<file path="config.mk">
export PLATFORM = sky130hd
export DESIGN_NAME = wmms_ctrl
export DESIGN_NICKNAME = d
export VERILOG_FILES = /design/src/hw/rtl/wmms_pkg.sv /design/src/hw/rtl/wmms_ctrl.sv
export SDC_FILE = /design/constraint.sdc
export NUM_CORES = 1
export LEC_CHECK = 0
export ABC_AREA = 1
export BUFFER_PORTS_ARGS = -buffer_cell sky130_fd_sc_hd__buf_2
export CAP_MARGIN = 20
export CORE_MARGIN = 1.5
export CORE_UTILIZATION = 41
export CTS_CLUSTER_SIZE = 40
export DETAILED_ROUTE_END_ITERATION = 8
export GPL_TIMING_DRIVEN = 0
export PLACE_DENSITY_LB_ADDON = 0.15
export SLEW_MARGIN = 25
export SYNTH_ARGS = -nofsm -noshare
export SYNTH_HDL_FRONTEND = slang
export SYNTH_SLANG_ARGS = --single-unit
</file>
<file path="constraint.sdc">
create_clock -name clk -period 1.3 [get_ports clk]
set_input_delay 0.065 -clock clk [delete_from_list [all_inputs] [get_ports clk]]
set_output_delay 0.065 -clock clk [all_outputs]
set_load 0.01 [all_outputs]
</file>
<file path="src/hw/rtl/wmms_pkg.sv">
// Shared constants and types for the windowed line statistics core.
// No dependencies.
package wmms_pkg;
	localparam int MAX_LINE   = 4096;
	localparam int FRAC_BITS  = 8;
	localparam int POS_W      = 13;
	localparam int SUM_W      = 29;
	localparam int SQ_W       = 42;
	localparam int V_W        = 56;  // N*S2 fits below 2^55
	localparam int Q_W        = 56;  // scaled quotient before the root
	localparam int ROOT_W     = 28;
	localparam int DIV_STEPS  = V_W + 2 * FRAC_BITS;
	localparam int CNT_W      = 7;
	localparam logic [0:0] REG_OFFSET = 1'b0;
	localparam logic [0:0] REG_SIZE   = 1'b1;

	typedef struct packed {
		logic signed [15:0] min_value;
		logic signed [15:0] max_value;
		logic signed [23:0] mean_q8;
		logic [23:0]        stdev_q8;
		logic [12:0]        sample_count;
		logic               empty_res;
	} result_t;

	typedef struct packed {
		logic signed [15:0] value;
		logic               last;
	} in_t;

	// controller -> datapath
	typedef struct packed {
		logic accum;     // take input item
		logic start;     // latch totals, begin products
		logic mul_step;  // one product stage
		logic div_init;
		logic div_step;
		logic sqrt_init;
		logic sqrt_step;
		logic finish;    // form result, clear line
	} cmd_t;

	// datapath -> controller
	typedef struct packed {
		logic empty;
	} sts_t;
endpackage

</file>
<file path="src/hw/rtl/wmms_ctrl.sv">
// Sequencer: accepts items, runs the end-of-line product, divide and root steps.
// Uses wmms_pkg.
module wmms_ctrl (
	input  logic           clk,
	input  logic           arst_n,
	input  logic           in_valid,
	input  logic           in_last,
	output logic           in_ready,
	output logic           out_valid,
	input  logic           out_ready,
	input  wmms_pkg::sts_t sts,
	output wmms_pkg::cmd_t cmd
);
	localparam logic [2:0] ST_RUN = 3'd0, ST_MUL = 3'd1, ST_DINIT = 3'd2, ST_DIV = 3'd3,
		ST_SINIT = 3'd4, ST_SQRT = 3'd5, ST_FIN = 3'd6;
	logic [2:0] state_q;
	logic [wmms_pkg::CNT_W-1:0] step_q;
	logic out_valid_q;
	logic take;

	assign out_valid = out_valid_q;
	assign in_ready = (state_q == ST_RUN);
	assign take = in_valid && in_ready;

	always_comb begin
		cmd = '0;
		cmd.accum = take;
		// totals are latched once the last item has been added in
		cmd.start = (state_q == ST_MUL) && (step_q == '0);
		cmd.mul_step = (state_q == ST_MUL) && (step_q != '0);
		cmd.div_init = (state_q == ST_DINIT);
		cmd.div_step = (state_q == ST_DIV);
		cmd.sqrt_init = (state_q == ST_SINIT);
		cmd.sqrt_step = (state_q == ST_SQRT);
		cmd.finish = (state_q == ST_FIN) && (!out_valid_q || out_ready);
	end

	always_ff @(posedge clk or negedge arst_n) begin
		if (!arst_n) begin
			state_q <= ST_RUN;
			step_q <= '0;
			out_valid_q <= 1'b0;
		end else begin
			if (out_valid_q && out_ready) out_valid_q <= 1'b0;
			unique case (state_q)
				ST_RUN: if (take && in_last) begin
					state_q <= ST_MUL;
					step_q <= '0;
				end
				ST_MUL: begin
					step_q <= step_q + 1'b1;
					if (step_q == wmms_pkg::CNT_W'(4)) state_q <= sts.empty ? ST_FIN : ST_DINIT;
				end
				ST_DINIT: begin
					state_q <= ST_DIV;
					step_q <= '0;
				end
				ST_DIV: begin
					step_q <= step_q + 1'b1;
					if (step_q == wmms_pkg::CNT_W'(wmms_pkg::DIV_STEPS - 1)) state_q <= ST_SINIT;
				end
				ST_SINIT: begin
					state_q <= ST_SQRT;
					step_q <= '0;
				end
				ST_SQRT: begin
					step_q <= step_q + 1'b1;
					if (step_q == wmms_pkg::CNT_W'(wmms_pkg::ROOT_W - 1)) state_q <= ST_FIN;
				end
				ST_FIN: if (cmd.finish) begin
					state_q <= ST_RUN;
					out_valid_q <= 1'b1;
				end
				default: state_q <= ST_RUN;
			endcase
		end
	end
endmodule

</file>
## Word-level counts from Yosys, hierarchy flattened

Cells that the tools add are included.

- Bits in registers: 11
- Bits in latches: 0
- Bits in writable memories: 0
- ROM bits: 0
- Bits of input ports: 6
- Output and inout bits: 10
- Memories kept: 0

- Add/sub/neg operators: 1
- $mul: 0
- Div/mod/pow operators: 0
- Magnitude comparators: 0
- Equal/unequal tests: 14
- Shifts and indexed selects: 0
- Muxes and demuxes: 12
- Bitwise logic cells: 0
- Reductions and logical operators: 16

Operators with widths:

| cell | number |
|---|---|
| $pmux W3 S7 | 1 |
| $pmux W7 S3 | 1 |
| $mux W3 | 6 |
| $eq A3 B3 Y1 const B | 3 |
| $ne A2 B1 Y1 const B | 4 |
| $add A7 B1 Y7 const B | 1 |
| $eq A7 B3 Y1 const B | 1 |
| $eq A7 B5 Y1 const B | 1 |
| $eq A7 B7 Y1 const B | 1 |
| $logic_not A7 Y1 | 1 |
| $mux W7 | 1 |
| $reduce_bool A7 Y1 | 1 |
| $eq A3 B2 Y1 const B | 2 |
| $logic_and A1 B1 Y1 | 6 |
| $reduce_and A5 Y1 | 1 |
| $eq A3 B1 Y1 const B | 1 |
| $logic_not A3 Y1 | 1 |
| $mux W1 | 3 |
| $reduce_bool A3 Y1 | 1 |
| $reduce_or A3 Y1 | 1 |
| $ne A2 B2 Y1 const B | 1 |
| $reduce_and A2 Y1 | 1 |
| $reduce_or A2 Y1 | 1 |
| $logic_not A1 Y1 | 1 |
| $logic_or A1 B1 Y1 | 1 |

## Depth between registers and ports, before layout

Gate-level depths: netlist of the first run.

- Word-level depth: 5
- Mapped depth: 10
- Gate-level depth less buffers: 10

## Least setup slack after synthesis of the first run

Ideal clock, no wire load.

- Path kind: reg-to-reg
- Start point: register state_q[0]
- End point: register state_q[1]
- Setup time: 0.121 ns
- Arrival: 1.207 ns
- Data required time: 1.179 ns
- Slack: -0.028 ns
- Stages on the path, launching flop included: 7
- Buffers on the path: 0
- Period minus slack after synthesis: 1.328 ns
- Path through: dfrtp_1 -> nor3_1 -> o21ai_0 -> nand3_2 -> nor2_2 -> nand2_1 -> nand2_1

- Word-level cells in the longest chain between the ends: 5
- Elaborated cells on any way between the ends: 17
- Those cells by class: 11 x eq/ne; 1 x mux; 5 x reduce/logical

Ends and longest elaborated chain:

| item | line | text |
|---|---|---|
| start, declared | wmms_ctrl.sv:16 | `logic [2:0] state_q;` |
| start signal, assigned | wmms_ctrl.sv:52 | `if (step_q == wmms_pkg::CNT_W'(4)) state_q <= sts.empty ? ST_FIN : ST_DINIT;` |
| $logic_not A3 Y1 (*) | wmms_ctrl.sv:22 | `assign in_ready = (state_q == ST_RUN);` |
| via in_ready | wmms_ctrl.sv:8 | `output logic in_ready,` |
| $logic_and A1 B1 Y1 | wmms_ctrl.sv:23 | `assign take = in_valid && in_ready;` |
| $logic_and A1 B1 Y1 | wmms_ctrl.sv:46 | `ST_RUN: if (take && in_last) begin` |
| $ne A2 B1 Y1 (no line) | n/a |  |
| $reduce_and A5 Y1 (no line) | n/a |  |

The timed path passes the listed nets; every way through them passes the cells marked *.
A chain may end at the register's enable or synchronous reset.

==> results.cfg, run 1 <==
[clocking]
cts.clk_slew.worst_paths_ns = 0.07
cts-root-buf = clkbuf_4
cts_tree = built
cts_buffer_depth = 2
worstSkewPairLatency_ns = 0.27
cts_buffers = 3
htreeDepth = 1
cts.sinks = 11

[power_and_ir_drop]
switchingPower_mw = 1.34
p_leak_nw = 0.584
switching_share_pct = 47.6
powerDensity_mw_per_mm2 = 2380
ir_drop_mv = 2.06
power_frac_seq_pct = 23.6
pwr-share-comb_pct = 68.0
p_clk_share_pct = 8.4
internal_power_mw = 1.48

[placed_design]
dp_slack_ns = -0.0938
placement.io_buffers = 15
hpwlAfterDp_um = 1270
place_area_um2 = 882
place_inst = 150
gp_congestion = 0.793

[critical_path]
critical_path.top_delay_family = flip-flops
worstSetupPathType = flip-flop to output pin
worstReg2RegStart = step_q[1]
cp-startpoint = state_q[1]
critPathRequiredTime_ns = 1.24
critPathBufInv = 3
critPathMaxStageDelay_ns = 0.46
end_kind = output pin
crit_arrival_ns = 1.29
critPathSlowestCell = dfrtp_2
crit_chain = inv_4 -> nand2_4 -> nor2_4 -> inv_2 -> nor2_1 -> buf_2
cp-start-kind = flip-flop
worstPathMaxFanout = 4

[synthesis]
synthCells = 110
synth_nets = 118
syn_area_per_cell_um2 = 7.01
yosysUniqueCellTypes = 24
synth-seq-cells = 11
syn_area_um2 = 771
yosysSeqAreaShare_pct = 35.7
ys_warn_count = 0

[floorplan]
core_mm2 = 0.00175
fp.dieArea_mm2 = 0.00215
die_w_um = 46.4
die_y_um = 46.4
initial_core_util_pct = 44.2
ios = 16
num_rows = 15

[final_layout]
final_layout_size_suffix_gt1_share_pct = 50.3
area_growth_pct = 53.7
fin_nets = 156
finalInstanceArea_mm2 = 0.00118
fillCellCount = 153
diodes = 0
finalCoreUtilization_pct = 67.9
layout.cells.non_filler = 172

[timing]
setup_viol = 10
drv_slew = 0
hold_slack_ns = -0.00218
rsz0062_at_grt = true
fin_skew_ns = 0.000283
fmax_mhz = 738
maxSlewHeadroom_pct = 76.8
setup_ws_ns = -0.0546
tightest_slew_ns = 0.346
period_minus_slack_ns = 1.35
finalHoldViolations = 1
final.period_utilization_pct = 104

[detailed_routing]
drt_iter0_markers = 16
remaining_drc_errors = 0
wl_per_cell_um = 12.0
vias = 834
drtAntennaViolNets = 0
wirelength_um = 2060
drt_first_pass_iters = 4
vias_per_cell = 4.85

[run]
maxCapViolations = 0

[worst_hold_path]
hold_class = input port to flip-flop
worst_hold_startpoint = out_ready

[global_routing]
grt.overflow.total = 0
grt_pass1_wl_um = 3310
antenna_found_initial = 0
track_usage_pct = 22.1
grt_max_degree = 12
grt_pass1_vias = 808

[status]
failed_checks = negative hold slack, negative setup slack
status = complete, but fails checks
-- registers in the layout, indices dropped and copies added (netlist names) --
signal and count:
step_q 7, out_valid 1, state_q 3
-- placed cells by master, fill, tap and decap left out, types with 4 or more instances in the layout --
master	netlist	routed
buf_2	0	13
nand2_2	4	6
nand3_1	7	7
buf_6	0	7
nor2_1	13	10
inv_1	17	10
dfrtp_1	11	8
nand2_1	23	20
o21ai_0	7	4
buf_4	1	13
inv_2	3	9
-- power by group through the flow --
| stage | Clock, mW | Combinational (mW) | Sequential [mW] |
|---|---|---|---|
| final | 0.238 | 1.92 | 0.665 |
| after global routing | 0.254 | 2.07 | 0.682 |
| after CTS | 0.243 | 1.55 | 0.635 |
| after detailed placement | 0 | 1.17 | 0.618 |
| after global placement | 0 | 1.15 | 0.618 |
| after floorplan | 0 | 0.884 | 0.591 |
-- repair_timing --
action / in CTS / in global routing
resized for setup: 24 / 18
endpoints found under the setup margin: 7 / 16
pin swaps: 12 / 6
buffers inserted: 15 / 3
hold endpoints to repair: 11 / 0
hold buffers: 1 / 0
cloned: 0 / 0
-- worst paths after layout --
check | to | cells past startpoint | slack (ns)
max in group asynchronous | state_q[0] | 2 | 0.88
min in group asynchronous | out_valid | 2 | 0.19
setup reg to reg | state_q[0] | 8 | -0.04
setup / recovery | cmd[6] | 6 | -0.05
hold / removal | out_valid | 2 | -0.002
hold reg to reg | out_valid | 2 | 0.55
-- kinds of logic (layout without fill, tap and decap cells) --
family,after synthesis,after routing,synth area share (%)
simple gates,61,61,38.3
buf+inv,21,58,10.7
compound gates,14,14,10.9
flops,11,11,35.7
fa+ha+maj,2,2,3.25
xor+xnor,1,1,1.14
-- metal layers --
metal,part of all wire [%],wire length [um],up-vias,track usage [%]
met3,2.9,59,4,3.53
met5,0,0,-,0
met1,46,944,388,27.9
li1,-,-,428,-
met2,49,1020,14,37.5
met4,1.8,36,0,8.57
-- cell type report --
cell class / instances / area, um^2 / area share [%]
clock buffer: 4 / 26.3 / 2.22
inverter: 20 / 77.6 / 6.55
sequential: 11 / 279 / 23.5
timing repair buffer: 34 / 251 / 21.2
multi-input combinational: 78 / 519 / 43.8
tap: 25 / 31.3 / 2.64
-- per-stage QoR --
stage | TNS (ns) | hold slack [ns] | total power [mW]
6_report | -0.267 | -0.00218 | 2.82
5_1_grt | -1.15 | 0.0281 | 3.01
4_1_cts | -0.0654 | 0.00345 | 2.43
3_5_place_dp | -0.156 | -0.0481 | 1.78
3_3_place_gp | -0.116 | -0.0529 | 1.77
2_1_floorplan | 0 | -0.231 | 1.48
-- synthesized netlist by cell type, drive strengths merged --
master / n / area [um^2]
buf: 1 / 7.51
a21oi: 2 / 10.0
xor2: 1 / 8.76
ha: 2 / 25.0
nor3: 5 / 30.0
o21bai: 2 / 15.0
o21ai: 8 / 43.8
dfrtp: 11 / 275
nor2: 16 / 67.6
nand3: 9 / 55.1
and2: 1 / 6.26
o32ai: 1 / 8.76
nand2: 28 / 123
nand4: 1 / 6.26
nand3b: 1 / 7.51
inv: 20 / 75.1
o22ai: 1 / 6.26
No activity file was read; power rests on OpenSTA's default activity.
==> inputs of run 2 (changes only) <==
Settings changed: SKIP_LAST_GASP set to 1.
Clock period 1.3 ns to 1.65 ns, I/O delays scaled along.
==> run 2 against run 1 <==
Hold slack better by 0.025 ns. Global-route usage down 2.2 points. Critical path depth unchanged. Largest power group unchanged. The flow now finishes without violations. Critical path type unchanged. Setup slack better by 0.26 ns. First-iteration DRC count down 94%.
==> results.cfg, run 2 (synthesized netlist as in run 1, its figures left out) <==
[clocking]
cts_tree = built
cts_buffer_depth = 2
cts-root-buf = clkbuf_4
cts.clk_slew.worst_paths_ns = 0.07
cts_buffers = 3
htreeDepth = 1
cts.sinks = 11
worstSkewPairLatency_ns = 0.27

[timing]
final.period_utilization_pct = 87.7
fin_skew_ns = 0.00227
setup_viol = 0
period_minus_slack_ns = 1.45
finalHoldViolations = 0
rsz0062_at_grt = false
drv_slew = 0
setup_ws_ns = 0.202
tns_ns = 0
tightest_slew_ns = 0.269
maxSlewHeadroom_pct = 82.1
fmax_mhz = 691

[worst_hold_path]
hold_class = input port to flip-flop

[power_and_ir_drop]
p_leak_nw = 0.485
powerDensity_mw_per_mm2 = 1750
power.total_mw = 1.60
ir_drop_mv = 0.943

[critical_path]
worstSetupPathType = flip-flop to output pin
end_kind = output pin
cp-start-kind = flip-flop
critPathRequiredTime_ns = 1.57
worstPathMaxFanout = 6
crit_arrival_ns = 1.37

[detailed_routing]
wl_met1_um = 856
vias = 748
topRoutingLayerUsed = met4
drt_first_pass_iters = 5
wl_met2_um = 766
vias_per_cell = 4.83
remaining_drc_errors = 0
wl_per_cell_um = 11.1
drtAntennaViolNets = 0
drt_iter0_markers = 1
routed-wl-met3_um = 60
wirelength_um = 1720

[global_routing]
grt_pass1_vias = 718
track_usage_pct = 19.9
grt_max_degree = 12
antenna_found_initial = 0
grt.overflow.total = 0
grt_pass1_wl_um = 2940

[floorplan]
initial_core_util_pct = 44.2
die_y_um = 46.4
die_w_um = 46.4
ios = 16
core_mm2 = 0.00175
num_rows = 15
fp.dieArea_mm2 = 0.00215

[placed_design]
dp_slack_ns = 0.252
gp_congestion = 0.803
hpwlAfterDp_um = 1360
placement.io_buffers = 15

[final_layout]
layout_common_cells = nand2_1 (23), inv_1 (17), buf_2 (15), nor2_1 (13), dfrtp_1 (11)
largest-register = step_q
diodes = 0
area_growth_pct = 18.5
largest_reg_flops = 7
final_layout_size_suffix_gt1_share_pct = 26.2
layout_commonest_cell = nand2_1
fin_nets = 139
finalCoreUtilization_pct = 52.3

[run]
maxCapViolations = 0

[status]
status = complete, no violations
## run 2: changes by cell type in the layout (fill, tap and decap cells not counted), moves of 6 or more
| cell | delta |
|---|---|
| inv_1 | +7 |
| inv_2 | -6 |
| buf_4 | -12 |
| buf_6 | -7 |
## run 2: through the flow
step	cell area, um^2	cells	hold slack (ns)
2_1_floorplan	771	110	-0.213
3_3_place_gp	877	150	-0.0347
3_5_place_dp	877	150	-0.0258
4_1_cts	913	155	0.0236
5_1_grt	913	155	0.0406
6_report	913	155	0.0223
## run 2: final cells by class
| cell class | instances | area [um^2] |
|---|---|---|
| buffer | 1 | 7.51 |
| clock buffer | 4 | 26.3 |
| fill | 189 | 832 |
| inverter | 20 | 75.1 |
| multi-input combinational | 78 | 413 |
| sequential | 11 | 275 |
| tap | 25 | 31.3 |
| timing repair buffer | 16 | 85.1 |
## run 2: timing repair
| action | 4_1_cts | 5_1_grt |
|---|---|---|
| hold buffers | 1 | 0 |
| setup buffers | 0 | 0 |
| endpoints found under the setup margin | 0 | 0 |
| endpoints found under the hold margin | 11 | 0 |
| gates resized for setup | 0 | 0 |
## run 2: power breakdown
part,internal [mW],switching [mW],leakage (nW)
sequential,0.362,0.121,0.144
clock,0.0936,0.0947,0.0150
combinational,0.340,0.585,0.326
total,0.796,0.801,0.485
## run 2: worst paths after layout
check | start | endpoint | slack (ns) | depth (start not counted)
worst max-delay path | state_q[1] | cmd[5] | 0.20 | 6
worst min-delay path | out_ready | out_valid | 0.02 | 2
worst max register to register | step_q[0] | state_q[0] | 0.23 | 9
worst min register to register | out_valid | out_valid | 0.55 | 2
max in group asynchronous | arst_n | state_q[2] | 1.21 | 2
min in group asynchronous | arst_n | step_q[6] | 0.22 | 2
## run 2: critical path: stages, from the launching register on
cell,delay [ns]
dfrtp_1,0.44
inv_2,0.14
nand2_2,0.08
nor2_1,0.14
inv_1,0.07
nor2_1,0.10
buf_2,0.13
## run 2: per-layer routing
metal / up-vias / GRT usage [%]
li1: 387 / -
met1: 345 / 24.3
met2: 12 / 33.1
met3: 4 / 3.53
met4: 0 / 10.3
met5: - / 0
